**src/assert_macros.svh**
```systemverilog
// Assertion helpers for the top-level RTL. Clock is clk, reset is rst_n (active low).
`ifndef ASSERT_MACROS_SVH
`define ASSERT_MACROS_SVH

// Same-cycle implication
`define ASSERT_IMPLIES(label, ante, cons) \
    label: assert property (@(posedge clk) disable iff (!rst_n) (ante) |-> (cons)) \
        else $error("assertion failed");

// Next-cycle implication
`define ASSERT_NEXT(label, ante, cons) \
    label: assert property (@(posedge clk) disable iff (!rst_n) (ante) |=> (cons)) \
        else $error("assertion failed");

`endif

```
**src/ifp_pkg.sv**
```systemverilog
package ifp_pkg;

    localparam int BYTE_W  = 8;
    localparam int WORD_W  = 32;
    localparam int QIDX_W  = 3;
    localparam int POS_W   = 9;
    localparam int LEFT_W  = 4;

    // Frame header and marker bytes
    localparam logic [BYTE_W-1:0] PREAMBLE_BYTE = 8'hFA;
    localparam logic [BYTE_W-1:0] BUS_ID_BYTE   = 8'hFF;
    localparam logic [BYTE_W-1:0] DATA_MSG_ID   = 8'h36;
    localparam logic [BYTE_W-1:0] ANGLE_MARK    = 8'h0C;

    localparam logic [LEFT_W-1:0] WORD_BYTES_TOTAL = 4'd12;
    localparam logic [7:0]        LENGTH_RESET     = 8'd5;

    // Header progress codes
    localparam logic [1:0] HDR_PREAMBLE_SEEN = 2'd2;
    localparam logic [1:0] HDR_DONE          = 2'd3;

    // Byte positions within a frame
    localparam logic [POS_W-1:0] POS_PREAMBLE   = 9'd1;
    localparam logic [POS_W-1:0] POS_BUS_ID     = 9'd2;
    localparam logic [POS_W-1:0] POS_MSG_ID     = 9'd3;
    localparam logic [POS_W-1:0] POS_LENGTH     = 9'd4;
    localparam logic [POS_W-1:0] POS_ANGLE_MARK = 9'd7;
    localparam logic [POS_W-1:0] POS_ANGLE_DATA = 9'd8;
    localparam logic [POS_W-1:0] POS_ACCEL_DATA = 9'd23;
    localparam logic [POS_W-1:0] FRAME_OVERHEAD = 9'd4;

    // Quantity indexes
    localparam logic [QIDX_W-1:0] QIDX_ANGLE_Z = 3'd2;
    localparam logic [QIDX_W-1:0] QIDX_ACCEL_Z = 3'd5;

    typedef struct packed {
        logic                valid;
        logic [QIDX_W-1:0]   quantity_index;
        logic [WORD_W-1:0]   value_bits;
        logic                last_of_frame;
    } parse_result_t;

endpackage

```
**src/ifp_input_stage.sv**
```systemverilog
module ifp_input_stage
    import ifp_pkg::*;
(
    input  logic              clk,
    input  logic              rst_n,
    input  logic              in_valid,
    output logic              in_ready,
    input  logic [BYTE_W-1:0] rx_byte,
    input  logic              take,
    output logic              item_valid,
    output logic [BYTE_W-1:0] item_byte
);

    logic              valid_reg;
    logic [BYTE_W-1:0] byte_reg;

    // Accept a new request when empty or when the held byte leaves this cycle
    assign in_ready   = !valid_reg || take;
    assign item_valid = valid_reg;
    assign item_byte  = byte_reg;

    always_ff @(posedge clk or negedge rst_n)
    begin
        if (!rst_n)
        begin
            valid_reg <= 1'b0;
        end
        else if (in_valid && in_ready)
        begin
            valid_reg <= 1'b1;
        end
        else if (take)
        begin
            valid_reg <= 1'b0;
        end
    end

    // Hold the byte until it is consumed
    always_ff @(posedge clk)
    begin
        if (in_valid && in_ready)
        begin
            byte_reg <= rx_byte;
        end
    end

endmodule

```
**src/ifp_parse_core.sv**
```systemverilog
module ifp_parse_core
    import ifp_pkg::*;
(
    input  logic              clk,
    input  logic              rst_n,
    input  logic              item_valid,
    input  logic [BYTE_W-1:0] item_byte,
    input  logic              out_free,
    output logic              take,
    output parse_result_t     result
);

    logic [POS_W-1:0]  pos_reg, pos_next, pos_inc;
    logic [1:0]        hdr_reg, hdr_next;
    logic [BYTE_W-1:0] msg_reg, msg_next;
    logic [7:0]        len_reg, len_next;
    logic [LEFT_W-1:0] ang_reg, ang_next, ang_cur, ang_dec;
    logic [LEFT_W-1:0] acc_reg, acc_next, acc_dec;
    logic [WORD_W-1:0] wa_reg, wa_next, wa_work, wa_shift;
    logic              emit;
    logic              restart;
    logic [QIDX_W-1:0] idx;
    logic [WORD_W-1:0] val;

    // Decode one byte against the frame state
    always_comb
    begin
        pos_inc  = pos_reg + 9'd1;
        hdr_next = hdr_reg;
        msg_next = msg_reg;
        len_next = len_reg;
        ang_cur  = ang_reg;
        ang_dec  = ang_reg;
        ang_next = ang_reg;
        acc_dec  = acc_reg;
        acc_next = acc_reg;
        wa_work  = wa_reg;
        wa_shift = wa_reg;
        wa_next  = wa_reg;
        emit     = 1'b0;
        restart  = 1'b0;
        idx      = '0;
        val      = '0;

        priority if (item_byte == PREAMBLE_BYTE && pos_inc == POS_PREAMBLE)
        begin
            hdr_next = hdr_reg + 2'd1;
        end
        else if (item_byte == BUS_ID_BYTE && pos_inc == POS_BUS_ID)
        begin
            hdr_next = hdr_reg + 2'd1;
        end
        else if (pos_inc == POS_MSG_ID && hdr_reg == HDR_PREAMBLE_SEEN)
        begin
            hdr_next = HDR_DONE;
            msg_next = item_byte;
        end
        else if (hdr_reg == HDR_DONE && msg_reg == DATA_MSG_ID)
        begin
            if (pos_inc == POS_LENGTH)
            begin
                len_next = item_byte;
            end
            if (pos_inc == POS_ANGLE_MARK && item_byte == ANGLE_MARK)
            begin
                ang_cur = WORD_BYTES_TOTAL;
            end
            ang_next = ang_cur;

            // Shift in an angle byte
            if (ang_cur != '0 && pos_inc >= POS_ANGLE_DATA)
            begin
                wa_shift = {wa_reg[WORD_W-BYTE_W-1:0], item_byte};
                ang_dec  = ang_cur - 4'd1;
                ang_next = ang_dec;
                if (ang_dec[1:0] == 2'd0)
                begin
                    emit    = 1'b1;
                    idx     = QIDX_ANGLE_Z - {1'b0, ang_dec[3:2]};
                    val     = wa_shift;
                    wa_work = '0;
                    if (ang_dec == '0)
                    begin
                        acc_next = WORD_BYTES_TOTAL;
                    end
                end
                else
                begin
                    wa_work = wa_shift;
                end
            end
            wa_next = wa_work;

            // Shift in an acceleration byte
            if (!emit && pos_inc >= POS_ACCEL_DATA && acc_reg != '0)
            begin
                acc_dec  = acc_reg - 4'd1;
                acc_next = acc_dec;
                if (acc_dec[1:0] == 2'd0)
                begin
                    emit    = 1'b1;
                    idx     = QIDX_ACCEL_Z - {1'b0, acc_dec[3:2]};
                    val     = {wa_work[WORD_W-BYTE_W-1:0], item_byte};
                    wa_next = '0;
                end
                else
                begin
                    wa_next = {wa_work[WORD_W-BYTE_W-1:0], item_byte};
                end
            end
        end
        else
        begin
            restart = 1'b1;
        end

        // End of frame uses the length as updated by this byte
        if (pos_inc == {1'b0, len_next} + FRAME_OVERHEAD)
        begin
            restart = 1'b1;
        end

        if (restart)
        begin
            pos_next = '0;
            hdr_next = '0;
            ang_next = '0;
            acc_next = '0;
            wa_next  = '0;
        end
        else
        begin
            pos_next = pos_inc;
        end
    end

    // Consume the byte unless its word has nowhere to go
    assign take = item_valid && (!emit || out_free);

    assign result.valid          = item_valid && emit;
    assign result.quantity_index = idx;
    assign result.value_bits     = val;
    assign result.last_of_frame  = (idx == QIDX_ACCEL_Z);

    always_ff @(posedge clk or negedge rst_n)
    begin
        if (!rst_n)
        begin
            pos_reg <= '0;
            hdr_reg <= '0;
            msg_reg <= '0;
            len_reg <= LENGTH_RESET;
            ang_reg <= '0;
            acc_reg <= '0;
            wa_reg  <= '0;
        end
        else if (take)
        begin
            pos_reg <= pos_next;
            hdr_reg <= hdr_next;
            msg_reg <= msg_next;
            len_reg <= len_next;
            ang_reg <= ang_next;
            acc_reg <= acc_next;
            wa_reg  <= wa_next;
        end
    end

endmodule

```
**src/ifp_output_stage.sv**
```systemverilog
module ifp_output_stage
    import ifp_pkg::*;
(
    input  logic              clk,
    input  logic              rst_n,
    input  logic              load,
    input  parse_result_t     result,
    output logic              out_free,
    output logic              out_valid,
    input  logic              out_ready,
    output logic [QIDX_W-1:0] quantity_index,
    output logic [WORD_W-1:0] value_bits,
    output logic              last_of_frame
);

    logic              valid_reg;
    logic [QIDX_W-1:0] qidx_reg;
    logic [WORD_W-1:0] value_reg;
    logic              last_reg;

    // Slot frees when empty or when the held word is taken this cycle
    assign out_free       = !valid_reg || out_ready;
    assign out_valid      = valid_reg;
    assign quantity_index = qidx_reg;
    assign value_bits     = value_reg;
    assign last_of_frame  = last_reg;

    always_ff @(posedge clk or negedge rst_n)
    begin
        if (!rst_n)
        begin
            valid_reg <= 1'b0;
        end
        else if (load)
        begin
            valid_reg <= 1'b1;
        end
        else if (out_ready)
        begin
            valid_reg <= 1'b0;
        end
    end

    // Capture the finished word
    always_ff @(posedge clk)
    begin
        if (load)
        begin
            qidx_reg  <= result.quantity_index;
            value_reg <= result.value_bits;
            last_reg  <= result.last_of_frame;
        end
    end

endmodule

```
**src/imu_frame_receive_parser_top.sv**
```systemverilog
// Receive-side parser for an inertial sensor data frame.
// Input channel (in_valid/in_ready/rx_byte): one received link byte per request.
// Output channel (out_valid/out_ready): one request per finished 32-bit word,
// with quantity_index 0..2 for angle x,y,z and 3..5 for acceleration x,y,z,
// value_bits as the raw big-endian bit pattern and last_of_frame on the
// acceleration z word. Bytes that finish no word produce no output request.
// Path: a byte accepted into the input register is decoded and, if it finishes
// a word, is loaded into the output register, which drives out_valid.
// Throughput: one byte per cycle, set by the single decode step between the
// input and output registers, unless a word-finishing byte waits (see Stall).
// Stall: while the output register holds an untaken word, bytes that finish
// no word still pass; a byte that finishes a word waits in the input register
// and in_ready drops until out_ready frees the slot.
// Reset: both registers empty, byte position and header cleared, message id 0,
// payload length 5.
module imu_frame_receive_parser_top
    import ifp_pkg::*;
(
    input  logic              clk,
    input  logic              rst_n,
    input  logic              in_valid,
    output logic              in_ready,
    input  logic [BYTE_W-1:0] rx_byte,
    output logic              out_valid,
    input  logic              out_ready,
    output logic [QIDX_W-1:0] quantity_index,
    output logic [WORD_W-1:0] value_bits,
    output logic              last_of_frame
);

    `include "assert_macros.svh"

    logic              item_valid;
    logic [BYTE_W-1:0] item_byte;
    logic              core_take;
    logic              out_free;
    parse_result_t     core_result;

    ifp_input_stage u_input (
        .clk        (clk),
        .rst_n      (rst_n),
        .in_valid   (in_valid),
        .in_ready   (in_ready),
        .rx_byte    (rx_byte),
        .take       (core_take),
        .item_valid (item_valid),
        .item_byte  (item_byte)
    );

    ifp_parse_core u_core (
        .clk        (clk),
        .rst_n      (rst_n),
        .item_valid (item_valid),
        .item_byte  (item_byte),
        .out_free   (out_free),
        .take       (core_take),
        .result     (core_result)
    );

    ifp_output_stage u_output (
        .clk            (clk),
        .rst_n          (rst_n),
        .load           (core_take && core_result.valid),
        .result         (core_result),
        .out_free       (out_free),
        .out_valid      (out_valid),
        .out_ready      (out_ready),
        .quantity_index (quantity_index),
        .value_bits     (value_bits),
        .last_of_frame  (last_of_frame)
    );

    // Last flag only on the acceleration z word
    `ASSERT_IMPLIES(a_last_is_accel_z, out_valid && last_of_frame, quantity_index == QIDX_ACCEL_Z)
    // Index stays within the six quantities
    `ASSERT_IMPLIES(a_index_range, out_valid, quantity_index <= QIDX_ACCEL_Z)
    // A word is consumed from the core only when the output slot is free
    `ASSERT_IMPLIES(a_no_overwrite, core_take && core_result.valid, out_free)
    // A consumed word shows up on the output next cycle
    `ASSERT_NEXT(a_word_loaded, core_take && core_result.valid, out_valid && value_bits == $past(core_result.value_bits))

endmodule
```
**config.mk**
```make
export PLATFORM = sky130hd
export DESIGN_NAME = imu_frame_receive_parser_top
export DESIGN_NICKNAME = d
export VERILOG_FILES = /design/src/ifp_pkg.sv /design/src/ifp_input_stage.sv /design/src/ifp_parse_core.sv /design/src/ifp_output_stage.sv /design/src/imu_frame_receive_parser_top.sv
export VERILOG_INCLUDE_DIRS = /design/src /design/src/src
export SDC_FILE = /design/constraint.sdc
export NUM_CORES = 1
export LEC_CHECK = 0
export BUFFER_PORTS_ARGS = -buffer_cell sky130_fd_sc_hd__buf_2
export CAP_MARGIN = 20
export CORE_ASPECT_RATIO = 1.5
export CORE_MARGIN = 1
export CORE_UTILIZATION = 29
export CTS_CLUSTER_DIAMETER = 120
export CTS_CLUSTER_SIZE = 30
export DETAILED_ROUTE_END_ITERATION = 7
export GPL_ROUTABILITY_DRIVEN = 0
export MAX_ROUTING_LAYER = met4
export PLACE_DENSITY_LB_ADDON = 0.15
export SLEW_MARGIN = 30
export SYNTH_ARGS = -nofsm -noshare
export SYNTH_HDL_FRONTEND = slang
export SYNTH_HIERARCHICAL = 1
export SYNTH_SLANG_ARGS = --single-unit
```
**constraint.sdc**
```tcl
create_clock -name clk -period 14 [get_ports clk]
set_input_delay 4.2 -clock clk [delete_from_list [all_inputs] [get_ports clk]]
set_output_delay 4.2 -clock clk [all_outputs]
set_load 0.01 [all_outputs]
```
### Word-level counts from Yosys, hierarchy flattened

Index checks and enable logic that the tools add are counted.

* reduce and logical (&&, ||, !) cells: 36
* equal/unequal tests: 16
* order comparisons: 2
* mux-type cells: 72
* bitwise logic cells: 3
* $add $sub $neg: 7

Operator list (number)
* 24-bit two-way mux: 9
* 32-bit two-way mux: 4
* 4-bit two-way mux: 20
* 8-bit two-way mux: 5
* 3-bit two-way mux: 8
* 1-bit two-way mux: 21
* 9-bit by 2-bit equality test with 1-bit output (second input constant): 2
* 9-bit by 3-bit equality test with 1-bit output (second input constant): 2
* 8-bit equality test (second input constant): 2
* 1-bit logical AND: 12
* 4-bit nonzero test: 3
* 8-bit by 3-bit adder with 9-bit output (second input constant): 1
* 9-bit by 1-bit adder with 9-bit output (second input constant): 1
* 9-bit by 1-bit equality test with 1-bit output (second input constant): 1
* 9-bit equality test: 1
* 9-bit by 4-bit >= comparator with 1-bit output (second input constant): 1
* 9-bit by 5-bit >= comparator with 1-bit output (second input constant): 1
* 9-bit two-way mux: 1
* 3-bit nonzero test: 3
* 8-bit by 4-bit equality test with 1-bit output (second input constant): 1
* 8-bit by 6-bit equality test with 1-bit output (second input constant): 1
* 2-bit two-way mux: 4
* 8-bit AND reduction: 1
* 4-bit by 1-bit subtractor with 4-bit output (second input constant): 2
* other kinds (16): 29

* logic and storage cells: 149
* register bits after elaboration: 105

### Longest topological paths before layout

* depth after elaboration: 30
* depth in mapped cells: 20
* depth with buffers taken out: 16

### By module

Netlist, hierarchy kept.

By module, submodules not included
* ifp_parse_core: cells an instance 548, instances 1, sequential area each 1478.9 um^2, area each 4682.0 um^2
* ifp_output_stage: cells an instance 39, instances 1, sequential area each 1106.1 um^2, area each 1128.6 um^2
* ifp_input_stage: cells an instance 12, instances 1, sequential area each 265.3 um^2, area each 294.0 um^2
* imu_frame_receive_parser_top: cells an instance 1, instances 1, sequential area each 0.0 um^2, area each 6.3 um^2

### Worst setup path before layout

No wires, ideal clock.

* kind: input port to output port
* from: in out_ready
* to: out in_ready
* slack: 4.348 ns
* data arrival time: 5.452 ns
* stages: 5
* path through: nand2b_4 o31ai_2 inv_1 clkbuf_1 nand2b_4

* longest elaborated chain between the ends: 4

RTL lines
* start: declaration: line imu_frame_receive_parser_top.sv:25 `input logic out_ready,`
* 1-bit logical OR: line ifp_output_stage.sv:22 `assign out_free = !valid_reg || out_ready;`
* 1-bit logical OR: line ifp_parse_core.sv:138 `assign take = item_valid && (!emit || out_free);`
* 1-bit logical AND: line ifp_parse_core.sv:138
* net core_take: line imu_frame_receive_parser_top.sv:35 `logic core_take;`
* 1-bit logical OR: line ifp_input_stage.sv:18 `assign in_ready = !valid_reg || take;`
* end: declaration: line imu_frame_receive_parser_top.sv:22 `output logic in_ready,`

The timed path passes the listed nets, and every way through them passes these cells.

### Worst setup path in the final report

* from: reg u_core.pos_reg[0]
* to: out in_ready

* longest elaborated chain between the ends: 28
* elaborated cells between the ends (all ways): 39
* those cells by class: add/sub: 2; order compare: 2; eq/ne: 4; mux: 17; reduce/logical: 14

RTL lines
* start: declaration: line ifp_parse_core.sv:13 `logic [POS_W-1:0] pos_reg, pos_next, pos_inc;`
* start signal: assignment: line ifp_parse_core.sv:159 `pos_reg <= pos_next;`
* 9-bit by 1-bit adder with 9-bit output (*): line ifp_parse_core.sv:28 `pos_inc = pos_reg + 9'd1;`
* 9-bit by 3-bit equality test with 1-bit output: line ifp_parse_core.sv:64 `if (pos_inc == POS_ANGLE_MARK && item_byte == ANGLE_MARK)`
* 1-bit logical AND: line ifp_parse_core.sv:64
* 4-bit two-way mux: line ifp_parse_core.sv:64
* 4-bit two-way mux: line ifp_parse_core.sv:58 `else if (hdr_reg == HDR_DONE && msg_reg == DATA_MSG_ID)`
* 4-bit two-way mux: line ifp_parse_core.sv:53 `else if (pos_inc == POS_MSG_ID && hdr_reg == HDR_PREAMBLE_SEEN)`
* 4-bit two-way mux: line ifp_parse_core.sv:49 `else if (item_byte == BUS_ID_BYTE && pos_inc == POS_BUS_ID)`
* 4-bit two-way mux: line ifp_parse_core.sv:45 `priority if (item_byte == PREAMBLE_BYTE && pos_inc == POS_PREAMBLE)`
* (+13 left out)
* 1-bit two-way mux: line ifp_parse_core.sv:53
* 1-bit two-way mux: line ifp_parse_core.sv:49
* 1-bit two-way mux (*): line ifp_parse_core.sv:45
* 1-bit logical NOT (*): line ifp_parse_core.sv:138
* 1-bit logical OR (*): line ifp_parse_core.sv:138
* 1-bit logical AND (*): line ifp_parse_core.sv:138
* net core_take: line imu_frame_receive_parser_top.sv:35
* 1-bit logical OR (*): line ifp_input_stage.sv:18

The timed path passes the listed nets; every way through them passes the cells marked *. The select of a mux whose other input is x is not followed.

==> reports/metrics.csv <==
stage,metric,value,unit
run_status,status,"finished, final reports clean",
flow_run,cap_violations,0,
global_route,track_usage,0.1736,
synthesis,ys_seq_area_frac,0.4664,
floorplanning,std_cell_rows,64,
synthesis,synthArstFlopShare,0.5810,
routing,drc,0,
clocking,hold_buffers,0,
global_route,grt-ovfl-total,0,
clocking,postCtsSetupBuffers,0,
finish,syn_to_final_growth,12.00,%
routing,firstDrtPassIters,6,
timing,slew_headroom,0.3646,
floorplanning,ioPinCount,50,
synthesis,synth_top_area_share,0.2416,
power,p_comb_frac,0.038,
routing,totalWireLength,18010,microns
timing,tightestPinTransition,945.2,ps
finish,antennaDiodeCount,0,
synthesis,yosysTopAreaCell,dfrtp_1,
critical_path,critPathLaunchType,flop,
critical_path,crit_arrival,5900,ps
placement,placed_cells,872,
power,power_frac_clock,0.422,
timing,period_needed,10100,ps
finish,fin_cells,888,
synthesis,synth-seq-cells,105,
floorplanning,initial_core_util,0.2981,
clocking,cts_buffers,9,
synthesis,netlist_instances,600,
synthesis,ys.warnings.count,6,
routing,ant_nets,0,
finish,fillerInstances,2145,
placement,dp_hpwl,12500,microns
floorplanning,die_width,120.5,microns
critical_path,worstPathRequired,9800,ps
routing,num_vias,4999,
routing,vias_per_cell,5.630,
critical_path,cp-end-kind,output pin,
floorplanning,chipHeight,179.8,microns
clocking,cts_tree,built,
finish,mostFrequentLayoutCell,dfrtp_1,
timing,setup_viol,0,
clocking,root_buffer,clkbuf_16,
timing,rsz0062_at_grt,no,
synthesis,synth_edf_count,44,
global_route,grt_pass1_vias,5089,
finish,nNetsFinal,645,
global_route,grt_pass1_wl,28230,microns
global_route,grt_max_degree,62,
critical_path,path_class,reg -> out,
timing,final.period_utilization,0.7217,
power,p_int,0.4588,mW
min_path,hp-class,reg -> reg,
clocking,cts_resized,0,
clocking,cts_max_level,3,
power,switching_share,0.2525,
synthesis,synth_area_leaders,"dfrtp_1, edfxtp_1, a22oi_1",
synthesis,ys_types,80,
finish,layout-drive-gt1-share,0.1779,
routing,routedWlPerCell,20.28,microns
clocking,cts_sinks,105,
synthesis,avgSynthCellArea,10.18,sq um
floorplanning,coreArea,20500,sq um
power,p_total,0.6139,mW
synthesis,netlist_area,6111,sq um
power,ir_drop,0.04654,mV
timing,final_max_slew_viol_count,0,
routing,drtIter0Drc,442,
timing,hold_viol,0,
power,power_density,89.69,nW/um^2
power,p_seq_frac,0.539,
timing,finalClockSkew,17.23,ps
timing,setup_tns,0,ps
critical_path,critPathMaxFanout,28,
synthesis,syn-num-nets,626,
synthesis,ys.flop_type,dfrtp_1,
floorplanning,dieArea,21670,sq um
clocking,clockBufferDepth,2,
global_route,antenna_found_initial,0,
clocking,clkTransAtPathRegs,90,ps
finish,largest_reg_flops,32,
power,switching_power,0.1550,mW
placement,io_buffers,49,
finish,layout_common_cells,"dfrtp_1, buf_2, nand2_1",
power,p_leak,2.903,nW
clocking,clk_latency,350,ps
timing,max_freq,98.97,MHz
metrics by stage:
stage	area (sq um)	utilization	hold slack [ps]	setup slack, ps
2_1_floorplan	6111	-	471.4	4348
3_3_place_gp	6528	0.3184	482.2	4000
3_5_place_dp	6528	0.3184	493.7	3966
4_1_cts	6833	0.3333	516.7	3967
5_1_grt	6844	0.3339	538.9	3511
6_report	6844	0.3339	512.7	3896
Yosys cell counts, types with 3 or more instances:
master,count
ha_1,14
xnor2_1,15
edfxtp_1,44
a211o_1,5
o21ai_0,12
buf_2,8
dfrtp_1,59
a31o_2,3
mux2i_1,3
or2_2,3
a222oi_1,9
a31oi_1,7
a211oi_1,3
a32o_1,11
nand2b_1,8
nand4b_1,3
and2_1,15
a21o_1,4
nor3_1,10
nor4_1,4
nor2_1,46
xor2_1,6
a22o_1,10
a22oi_1,28
nand4_1,4
nand3_1,18
mux2_2,16
a21oi_1,30
and3_1,23
o2bb2ai_1,12
o22ai_1,10
buf_6,4
o31ai_1,4
inv_1,17
nand2_1,47
clkbuf_1,32
or4_1,3
metal layers:
| layer | up-vias | GRT usage | wire length [microns] | part of all wire |
|---|---|---|---|---|
| li1 | 2312 | - | - | - |
| met4 | 0 | 0.08790 | 726 | 0.040 |
| met2 | 162 | 0.3124 | 9795 | 0.54 |
| met3 | 42 | 0.01808 | 576 | 0.032 |
| met1 | 2483 | 0.1855 | 6914 | 0.38 |
| met5 | - | - | 0 | 0 |
path summary, 6_finish.rpt:
check / start / endpoint / slack [ps] / cells after the start
setup / recovery: u_core/pos_reg[0] / in_ready / 3900 / 16
hold / removal: u_core/msg_reg[0] / u_core/msg_reg[0] / 510 / 1
setup reg to reg: u_core/pos_reg[0] / u_output/value_bits[3] / 7600 / 15
hold reg to reg: u_core/msg_reg[0] / u_core/msg_reg[0] / 510 / 1
max in group asynchronous: rst_n / u_core/ang_reg[0] / 9400 / 2
min in group asynchronous: rst_n / u_core/len_reg[5] / 4050 / 2
power groups by stage:
| stage | clock network, mW | logic (mW) | registers [mW] |
|---|---|---|---|
| after floorplan | 0 | 0.0170 | 0.331 |
| after global placement | 0 | 0.0229 | 0.338 |
| after detailed placement | 0 | 0.0233 | 0.338 |
| after CTS | 0.271 | 0.0235 | 0.331 |
| after global routing | 0.279 | 0.0261 | 0.332 |
| final | 0.259 | 0.0235 | 0.331 |
area by class of cell:
type | instances | area, sq um | area share
multi-input cells | 431 | 3004 | 0.4389
repair buffers | 55 | 290.3 | 0.04241
well taps | 264 | 330.3 | 0.04826
clock inverters | 7 | 80.08 | 0.01170
clock buffers | 9 | 225.2 | 0.03291
inverters | 17 | 63.81 | 0.009324
flip-flops and latches | 105 | 2850 | 0.4165
critical path, stage by stage (launching register included):
cell and delay [ps]:
dfrtp_1 680, ha_1 520, nand3_1 150, xor2_1 490, and3_1 270, nand3_1 180
nand2_1 160, ha_1 230, or3b_2 480, a211o_1 250, and3_1 420, a22oi_1 490
o31ai_4 70, buf_4 270, inv_1 500, nand2b_4 260, buf_2 130
kinds of logic (layout without fill, tap and decap cells):
kind of cell	count (synthesis)	after routing	share of synthesized area
fa+ha+maj	14	14	0.02867
simple gates	201	201	0.1732
buf+inv	64	88	0.04648
flops	105	105	0.4664
mux	19	19	0.03440
compound gates	175	175	0.2170
xor+xnor	22	22	0.03378
(Power assumes the default switching activity.)
